### config.mk
export PLATFORM = sky130hd
export DESIGN_NAME = ccc_cell
export DESIGN_NICKNAME = d
export VERILOG_FILES = /design/src/rtl/core/ccc_pkg.sv /design/src/rtl/core/ccc_cell.sv
export SDC_FILE = /design/constraint.sdc
export NUM_CORES = 1
export LEC_CHECK = 0
export CAP_MARGIN = 20
export CORE_MARGIN = 2
export CORE_UTILIZATION = 62
export CTS_CLUSTER_SIZE = 40
export DETAILED_ROUTE_END_ITERATION = 8
export DONT_BUFFER_PORTS = 1
export PLACE_DENSITY = 0.78
export SYNTH_ARGS = -nofsm -noshare
export SYNTH_HDL_FRONTEND = slang
export SYNTH_SLANG_ARGS = --single-unit
### constraint.sdc
create_clock -name clk -period 7.6 [get_ports clk]
set_input_delay 0.38 -clock clk [delete_from_list [all_inputs] [get_ports clk]]
set_output_delay 0.38 -clock clk [all_outputs]
set_load 0.005 [all_outputs]
### src/rtl/core/ccc_pkg.sv
// Shared types and constants of the causal 3x3 convolution block.
// Used by the kernel cells and the top level; no dependencies.
`default_nettype none

package ccc_pkg;

  localparam int PIX_W          = 8;
  localparam int COEF_W         = 8;
  localparam int PROD_W         = 17;
  localparam int SUM_W          = 21;
  localparam int KSIZE          = 3;
  localparam int FW_W           = 11;
  localparam int FH_W           = 13;
  localparam int ROW_W          = 12;
  localparam int CROW_W         = 24;
  localparam int MAX_HEIGHT     = 4096;
  localparam int DEF_MAX_WIDTH  = 1024;
  localparam int APB_AW         = 5;
  localparam int APB_DW         = 32;
  localparam int FRAC_BITS      = 4;

  localparam logic [FW_W-1:0] RST_FRAME_WIDTH  = FW_W'(1024);
  localparam logic [FH_W-1:0] RST_FRAME_HEIGHT = FH_W'(1024);

  typedef enum logic [2:0] {
    REG_FRAME_WIDTH  = 3'd0,
    REG_FRAME_HEIGHT = 3'd1,
    REG_COEF_ROW0    = 3'd2,
    REG_COEF_ROW1    = 3'd3,
    REG_COEF_ROW2    = 3'd4
  } cfg_reg_t;

  typedef struct packed {
    logic shift;
    logic active;
  } cell_ctrl_t;

endpackage

`default_nettype wire

### src/rtl/core/ccc_cell.sv
// One kernel cell: a window tap register and a registered coefficient product.
// Depends on ccc_pkg for widths and the cell control struct.
`default_nettype none

module ccc_cell (
  input  logic                                clk,
  input  logic                                rst,
  input  ccc_pkg::cell_ctrl_t                 ctrl,
  input  logic [ccc_pkg::PIX_W-1:0]           pix_in,
  input  logic signed [ccc_pkg::COEF_W-1:0]   coef,
  output logic [ccc_pkg::PIX_W-1:0]           tap,
  output logic signed [ccc_pkg::PROD_W-1:0]   prod
);
  import ccc_pkg::*;

  logic signed [PIX_W:0]    pix_s;
  logic signed [PROD_W-1:0] mult;

  assign pix_s = signed'({1'b0, pix_in});
  assign mult  = PROD_W'(coef) * PROD_W'(pix_s);

  always_ff @(posedge clk) begin
    if (rst) begin
      tap <= '0;
    end else if (ctrl.shift) begin
      tap <= pix_in;
    end
  end

  always_ff @(posedge clk) begin
    if (ctrl.shift) begin
      prod <= ctrl.active ? mult : '0;
    end
  end

endmodule

`default_nettype wire

After elaboration in Yosys (flattened, before gate mapping)
Cells that the tools add are included.
{"block": "totals", "register_bits": 25, "inputBits": 20, "output_inout_bits": 25}
{"block": "op_classes", "mul": 1}
{"operator": "8-bit by 9-bit multiplier with 17-bit output", "n": 1}

Depth between registers and ports, before layout
Gate-level depths: netlist (run 1).
{"block": "logic_depth", "word_depth": 1, "ltp_mapped": 17, "depth_no_buf": 17}

Worst setup path after synthesis (run 1)
Ideal clock, no wire load.
{"block": "synth_timing", "kind": "in2reg", "startpoint": "input pix_in[6] (netlist bit)", "endpoint": "register prod[15] (netlist bit), data pin", "setup_ns": 0.268, "arrival_ns": 3.935, "t_required_ns": 7.332, "path_slack_ns": 3.397, "stages": 15, "cell_sequence": "clkbuf_1 nand2_1 fa_1 fa_1 inv_1 fa_1 inv_1 fa_1 inv_1 ha_1 o21ai_0 o21bai_1 a21o_1 a2111oi_0 nor3_1"}
{"block": "synth_between", "elab_chain_len": 1}
{"element": "start: declaration", "line": "ccc_cell.sv:9", "text": "input logic [ccc_pkg::PIX_W-1:0] pix_in,"}
{"element": "8-bit by 9-bit multiplier with 17-bit output", "line": "ccc_cell.sv:20", "text": "assign mult = PROD_W'(coef) * PROD_W'(pix_s);"}
{"element": "end signal: assignment", "line": "ccc_cell.sv:32", "text": "prod <= ctrl.active ? mult : '0;"}
{"element": "end: declaration", "line": "ccc_cell.sv:12", "text": "output logic signed [ccc_pkg::PROD_W-1:0] prod"}
Every way passes these cells.
A chain may end at the register's enable or synchronous reset.

Worst setup path after layout (run 1)
{"block": "layout_timing", "startpoint": "input pix_in[0] (netlist bit)", "endpoint": "register prod[15] (netlist bit), data pin"}
Same word-level chain as after synthesis.

==> results of run 1 <==
[kinds of logic after synthesis]
kind of cell | Yosys count
XOR/XNOR | 3
AND/OR/NAND/NOR | 115
buffers and inverters | 61
AO/OA/AOI/OAI | 36
adder cells (fa/ha/maj) | 80
flip-flops | 25
multiplexers | 10
[cell usage after synthesis, types with 2 or more instances]
library cell | n | area, µm²
ha_1 | 43 | 538
a211oi_1 | 4 | 30.0
nor2b_1 | 2 | 12.5
nand2b_1 | 5 | 31.3
o21ai_0 | 7 | 35.0
nand3_1 | 3 | 15.0
o41a_1 | 2 | 22.5
o31a_1 | 2 | 17.5
xor2_1 | 3 | 26.3
edfxtp_1 | 17 | 510
nand2_1 | 25 | 93.8
nor2_1 | 26 | 97.6
inv_1 | 54 | 203
a21o_1 | 2 | 15.0
a21oi_1 | 6 | 30.0
clkbuf_1 | 5 | 18.8
mux2i_1 | 10 | 100
dfxtp_1 | 8 | 160
fa_1 | 37 | 741
nor3_1 | 4 | 20.0
and3_4 | 2 | 22.5
o21a_1 | 4 | 30.0
and2_1 | 44 | 275
[worst max path at each step]
| stage | from | to | depth (start not counted) |
|---|---|---|---|
| floorplan | pix_in[6] | prod[15] | 15 |
| global placement | pix_in[0] | prod[15] | 14 |
| detailed placement | pix_in[0] | prod[15] | 14 |
| CTS | pix_in[0] | prod[15] | 14 |
| global route | pix_in[0] | prod[15] | 14 |
| finish | pix_in[0] | prod[15] | 14 |
[critical path, cell delays in order]
cell and delay (ns):
nand2b_1 0.15, fa_1 0.51, fa_1 0.55, inv_1 0.06
fa_1 0.54, inv_1 0.06, fa_1 0.54, inv_1 0.04
ha_1 0.33, o21ai_0 0.17, o21bai_1 0.16, a21o_1 0.23
a2111oi_0 0.39, nor3_1 0.08
[stage by stage]
stage          setup slack [ns]  cells
3_5_place_dp               3.15    391
4_1_cts                    3.44    395
3_3_place_gp               3.33    391
5_1_grt                    3.19    395
6_report                   3.44    395
2_1_floorplan              3.40    330
[layer usage]
metal  share of wire, %  vias to the layer above
met3                4.5                        5
met5                  0                        -
li1                   -                     1072
met2                 55                       60
met1                 40                     1124
met4               0.91                        0
[layout by cell type (no fill, tap or decap), types with 2 or more instances in the layout]
master    Yosys  layout
clkbuf_8      0       3
o21ai_0       7       7
o31a_1        2       2
and3_4        2       2
nor2b_1       2       2
a21o_1        2       2
nand2_1      25      25
nand3_1       3       3
edfxtp_1     17      17
a211oi_1      4       4
o41a_1        2       2
inv_1        54      54
nor3_1        4       4
and2_1       44      44
nand2b_1      5       5
ha_1         43      43
dfxtp_1       8       8
xor2_1        3       3
a21oi_1       6       6
o21a_1        4       4
fa_1         37      37
nor2_1       26      26
mux2i_1      10      10
[state kept, by name (all words and copies together), names as in the netlist]
signal,flops
prod,17
tap,8
[power by group through the flow]
stage | registers, mW | logic, mW | clock network [mW]
final | 0.200 | 0.478 | 0.0895
after floorplan | 0.200 | 0.385 | 0
after detailed placement | 0.205 | 0.475 | 0
after global placement | 0.203 | 0.456 | 0
after CTS | 0.202 | 0.481 | 0.0899
after global routing | 0.204 | 0.551 | 0.0960
[area by class of cell]
class | count | share of cell area, %
inverters | 55 | 6.32
multi-input cells | 244 | 69.1
well taps | 67 | 2.57
clock buffers | 3 | 1.26
clock inverters | 1 | 0.268
flip-flops and latches | 25 | 20.5
==> metrics.md, run 1 <==
| Metric | Value |
|---|---|
| Layout cells sized above 1 | `2.13%` |
| Clock-pin slew on the worst setup and hold paths | `0.10 ns` |
| Clock buffer depth | `2` |
| Crit share post-route | `54.7%` |
| # rows | `25` |
| Final slew viol count | `0` |
| Inserted Diodes | `0` |
| Crit start category | `input port` |
| GP Congestion | `0.849` |
| Logic pwr share | `62.2%` |
| Cts bufs inserted | `3` |
| Routed WL per cell | `15.9 µm` |
| DRC viols | `0` |
| WL final | `6280 µm` |
| Class of the worst hold path | `in -> reg` |
| Leak pwr | `1.56 nW` |
| Die height | `75.3 µm` |
| Postcts setup bufs | `0` |
| Pwr dens | `235 nW/µm²` |
| Post-DP Area | `3220 µm²` |
| H-tree depth | `1` |
| Post-synth cell types | `38` |
| Mapped Area | `3160 µm²` |
| Post-synth EDFFs | `17` |
| Switching power | `0.342 mW` |
| Mapped Avg Cell Area | `9.56 µm²` |
| Capturing point of the worst reg2reg path | `tap[0]` |
| Worst hold margin | `0.153 ns` |
| Flop-to-flop setup slack | `6.94 ns` |
| Worst setup path category | `in -> reg` |
| Total global-route track usage | `24.8%` |
| Setup TNS | `0 ns` |
| Fill cells | `423` |
| Post_cts resized | `0` |
| Post-synthesis instance total | `330` |
| Hold_sp | `rst` |
| DRT iter0 DRCs | `87` |
| Core Util, Final | `67.8%` |
| Sequential share of power | `26.1%` |
| FF-to-FF Start | `tap[0]` |
| CTS tree | `yes` |
| R2R depth | `2` |
| Critical Path AT | `4.20 ns` |
| Peak supply drop | `0.147 mV` |
| Top Usage Layer GRT | `met2` |
| Hold_buf cts | `0` |
| Sequential area share after synthesis | `21.3%` |
| CP required | `7.64 ns` |
| Sw Ratio | `44.5%` |
| Multiplexer share of the synthesized area | `3.17%` |
| Via count | `2261` |
| Final standard cell area without fillers | `3270 µm²` |
| Clock Sinks | `25` |
| Cell-internal power | `0.426 mW` |
| Worst hold endpoint | `tap[6]` |
| Clock share of power | `11.7%` |
| Post-synthesis xor/xnor area fraction | `0.833%` |
| Unrepaired setup endpoints after global routing | `false` |
| First-pass GRT wire length | `10600 µm` |
| FF+latch count, synth | `25` |
| Nets | `429` |
| Adder-Cell Fraction of Synth Area | `40.5%` |
| TritonRoute pass-1 iters | `4` |
| Multi-input gate area | `2260 µm²` |
| Status | `complete, no violations` |
| IO Port Bufs | `0` |
| GR Util met1 | `31.3%` |
| Detailed placer's ending HPWL | `5140 µm` |
| Setup crit end kind | `flop` |
| Largest family of logic cells by synthesized area | `adder cells` |
| Largest net degree at the start of global routing | `26` |
| Max_cap viols | `0` |
| Ports | `45` |
| Initial antenna violation count | `0` |
| Via/cell ratio | `5.72` |
| Number of global-route vias before repair | `2383` |
| Core Area | `4820 µm²` |
| Clk_skew | `0 ns` |
| WHS Path Cells | `1` |
| Slew Limit Headroom | `73.9%` |
| Max Fclk | `0.241 GHz` |
| Mapped Nets | `430` |
| Area grow syn2layout | `3.53%` |
| FF/Latch Area | `671 µm²` |
| Overflow after GRT | `0` |
| Complex-gate fraction of the synthesized area | `8.13%` |
| GR Util met2 | `45.2%` |
| Worst-Skew Late Latency | `0.28 ns` |
| CTS root buffer | `clkbuf_8` |
| Final hold vios | `0` |
| Met3 GRT Util | `2.65%` |
| Top FF cell, synth | `edfxtp_1` |
| Synthesis warning total | `0` |
| Simple-gate share of the synthesized area | `18.8%` |
| Min Tclk post-route | `4.16 ns` |
| Crit Path Max Fanout | `9` |
| Die span in x | `75.3 µm` |
| Overall power | `0.768 mW` |
| Post-synth ARST share | `0%` |
| Worst-margin pin slew | `0.382 ns` |
| DRT antenna net count | `0` |
| Die Area | `5680 µm²` |
| Initial Util | `65.5%` |
| Final setup vio count | `0` |
Power figures use the tool's default switching activity.
==> inputs of run 2 (changes only) <==
--- a/config.mk
+++ b/config.mk
@@ -5,6 +5,7 @@
 export SDC_FILE = /design/constraint.sdc
 export NUM_CORES = 1
 export LEC_CHECK = 0
+export ABC_AREA = 1
 export CAP_MARGIN = 20
 export CORE_MARGIN = 2
 export CORE_UTILIZATION = 62
==> constraint.sdc (replaced) <==
create_clock -name clk -period 3.9 [get_ports clk]
set_input_delay 0.195 -clock clk [delete_from_list [all_inputs] [get_ports clk]]
set_output_delay 0.195 -clock clk [all_outputs]
set_load 0.005 [all_outputs]
==> run 2 against run 1 <==
  * Utilization shrank 0.60 points
  * Clock-buffer cell count did not move
  * Non-clock buffer count increased by 4
==> metrics.md, run 2 <==
| Metric | Value |
|---|---|
| Status | `complete, no violations` |
| Crit Path Max Fanout | `7` |
| R2R depth | `2` |
| Die height | `77.8 µm` |
| Critical path startpoint | `coef[7]` |
| Area grow syn2layout | `2.96%` |
| Crit share post-route | `93.5%` |
| Top cell type's share of synthesized area | `21.9%` |
| Sequential area share after synthesis | `19.9%` |
| Synth top area cells | `fa_1 22%, ha_1 16%, edfxtp_1 15%, nand2_1 15%, inv_1 14%` |
| List of most frequent post-synthesis cells | `132 x nand2_1, 128 x inv_1, 43 x ha_1` |
| Slowest-stage cell, CP | `fa_1` |
| FF+latch count, synth | `25` |
| Final standard cell area without fillers | `3480 µm²` |
| Mapped Nets | `561` |
| Worst-margin pin slew | `0.311 ns` |
| Slew Limit Headroom | `79.1%` |
| Die Area | `6050 µm²` |
| Synthesis warning total | `0` |
| CP required | `3.94 ns` |
| Worst Setup EP | `prod[13]` |
| Min Tclk post-route | `3.65 ns` |
| Hold_buf cts | `1` |
| Yosys top cell by area | `fa_1` |
| Leak pwr | `2.14 nW` |
| Critical Path AT | `3.69 ns` |
| Final setup vio count | `0` |
| Detailed placer's ending HPWL | `5510 µm` |
| Setup crit end kind | `flop` |
| Clock buffer depth | `2` |
| Buf+Inv Stages, Crit Path | `5` |
| CTS root buffer | `clkbuf_8` |
| Total global-route track usage | `24.6%` |
| Finished Layout Cells | `521` |
| Cts bufs inserted | `3` |
| Cell chain of the critical path | `clkinv_1 > buf_4 > fa_1 > fa_1 > inv_1 > fa_1 > inv_1 > fa_1 > inv_1 > ha_1 > nand2_1 > nor2_1 > nand3_1 > nand3_1 > nand2_1 > nand2_1 > nor2_1` |
| Initial antenna violation count | `0` |
| DRC viols | `0` |
| Max stage delay on crit path | `0.53 ns` |
| Nets | `552` |
| Flop-to-flop setup slack | `3.26 ns` |
| DRT iter0 DRCs | `188` |
| Postcts setup bufs | `0` |
| FF-to-FF Start | `tap[7]` |
| Via/cell ratio | `5.02` |
| Worst setup path category | `in -> reg` |
| Post-DP Area | `3420 µm²` |
| Stages on worst setup path | `17` |
| Most common cell after layout, fill and taps aside | `nand2_1` |
| Initial Util | `65.3%` |
| Post-synthesis instance total | `461` |
| Worst-Skew Late Latency | `0.28 ns` |
| CTS tree | `yes` |
| Ports | `45` |
| CP most frequent cell | `fa_1` |
| Crit-path leading delay family | `adder cells` |
| Clock-pin slew on the worst setup and hold paths | `0.10 ns` |
| Largest register by flop count | `prod` |
| Post_cts resized | `0` |
| H-tree depth | `1` |
| Post-synth ARST share | `0%` |
| Clock Sinks | `25` |
| Unrepaired setup endpoints after global routing | `false` |
| WHS Path Cells | `1` |
| Pwr dens | `454 nW/µm²` |
| Top FF cell, synth | `edfxtp_1` |
| Most frequent cells in the layout | `132 x nand2_1, 128 x inv_1, 43 x ha_1` |
| Max Fclk | `0.274 GHz` |
| Final hold vios | `0` |
| Clk_skew | `0 ns` |
| TritonRoute pass-1 iters | `8` |
| Via count | `2618` |
| WL final | `6610 µm` |
| Overflow after GRT | `0` |
| Capturing point of the worst reg2reg path | `tap[7]` |
| Worst hold margin | `0.00297 ns` |
| GP Congestion | `0.865` |
| Crit start category | `input port` |
| Max_cap viols | `0` |
| Largest net degree at the start of global routing | `28` |
| Inserted Diodes | `0` |
| Layout cells sized above 1 | `4.88%` |
| Post-synth cell types | `24` |
| IO Port Bufs | `0` |
| Mapped Area | `3380 µm²` |
| DRT antenna net count | `0` |
| Post-synth EDFFs | `17` |
| Top Registers | `prod (17), tap (8)` |
| Placed Instances | `516` |
| Most numerous cell in the Yosys netlist | `nand2_1` |
| Number of global-route vias before repair | `2725` |
| Routed WL per cell | `12.7 µm` |
| Overall power | `1.58 mW` |
| Final slew viol count | `0` |
| Core Area | `5170 µm²` |
| Number of flip-flops under the largest register name | `17` |
| Die span in x | `77.8 µm` |
| Peak supply drop | `0.315 mV` |
| Mapped Avg Cell Area | `7.33 µm²` |
| First-pass GRT wire length | `11900 µm` |
| # rows | `26` |
| Class of the worst hold path | `in -> reg` |
## run 2: cell count changes after synthesis, sizes merged, moves of 5 or more
cell	before	now
a21oi	6	15
and2	44	1
clkbuf	5	17
inv	54	132
mux2i	10	0
nand2	25	135
nand2b	5	0
nand3	3	11
nor2	26	32
## run 2: worst min path at each step
stage	from	end	slack [ns]
after detailed placement	rst	tap[4]	0.27
final	ctrl[1]	tap[0]	0.003
after global placement	rst	tap[3]	0.26
after global routing	ctrl[1]	tap[0]	0.005
after CTS	ctrl[1]	tap[0]	0.004
after floorplan	ctrl[1]	prod[0]	0.31
## run 2: logic make-up (layout without fill, tap and decap cells)
family | Yosys count | count (layout) | synth area share (%)
compound gates | 19 | 19 | 2.89
xor+xnor | 2 | 2 | 0.519
fa+ha+maj | 80 | 80 | 37.9
buf+inv | 152 | 142 | 16.9
flops | 25 | 25 | 19.9
simple gates | 183 | 183 | 21.9
## run 2: final cells by class
type | count | area, µm²
well taps | 70 | 87.6
inverters | 134 | 503
repair buffers | 4 | 32.5
fillers | 428 | 1700
clock inverters | 1 | 7.51
multi-input cells | 284 | 2130
flip-flops and latches | 25 | 671
clock buffers | 3 | 41.3
## run 2: report_power, final
part,total [mW],internal (mW),switching [mW]
registers,0.388,0.361,0.0278
logic,1.02,0.398,0.623
clock network,0.167,0.0727,0.0940
total,1.58,0.832,0.745
## run 2: metal layers
layer  up-vias  track usage (%)  wire [µm]
met1      1213             29.9       2710
met2        82             44.1       3370
met3        14             3.95        388
met5         -                0          0
met4         0             8.39        146
li1       1309                -          -
## run 2: through the flow
| step | TNS, ns | utilization, % | setup slack, ns |
|---|---|---|---|
| finish | 0 | 67.2 | 0.252 |
| global route | 0 | 67.2 | 0.0615 |
| CTS | 0 | 67.2 | 0.261 |
| detailed placement | -0.0490 | 66.1 | -0.0490 |
| global placement | 0 | 66.1 | 0.0299 |
| floorplan | 0 | - | 0.0555 |
## run 2: worst register-to-register path: stages, from the launching register on
cell	delay (ns)
dfxtp_1	0.37
nand2_1	0.07
a21oi_1	0.14
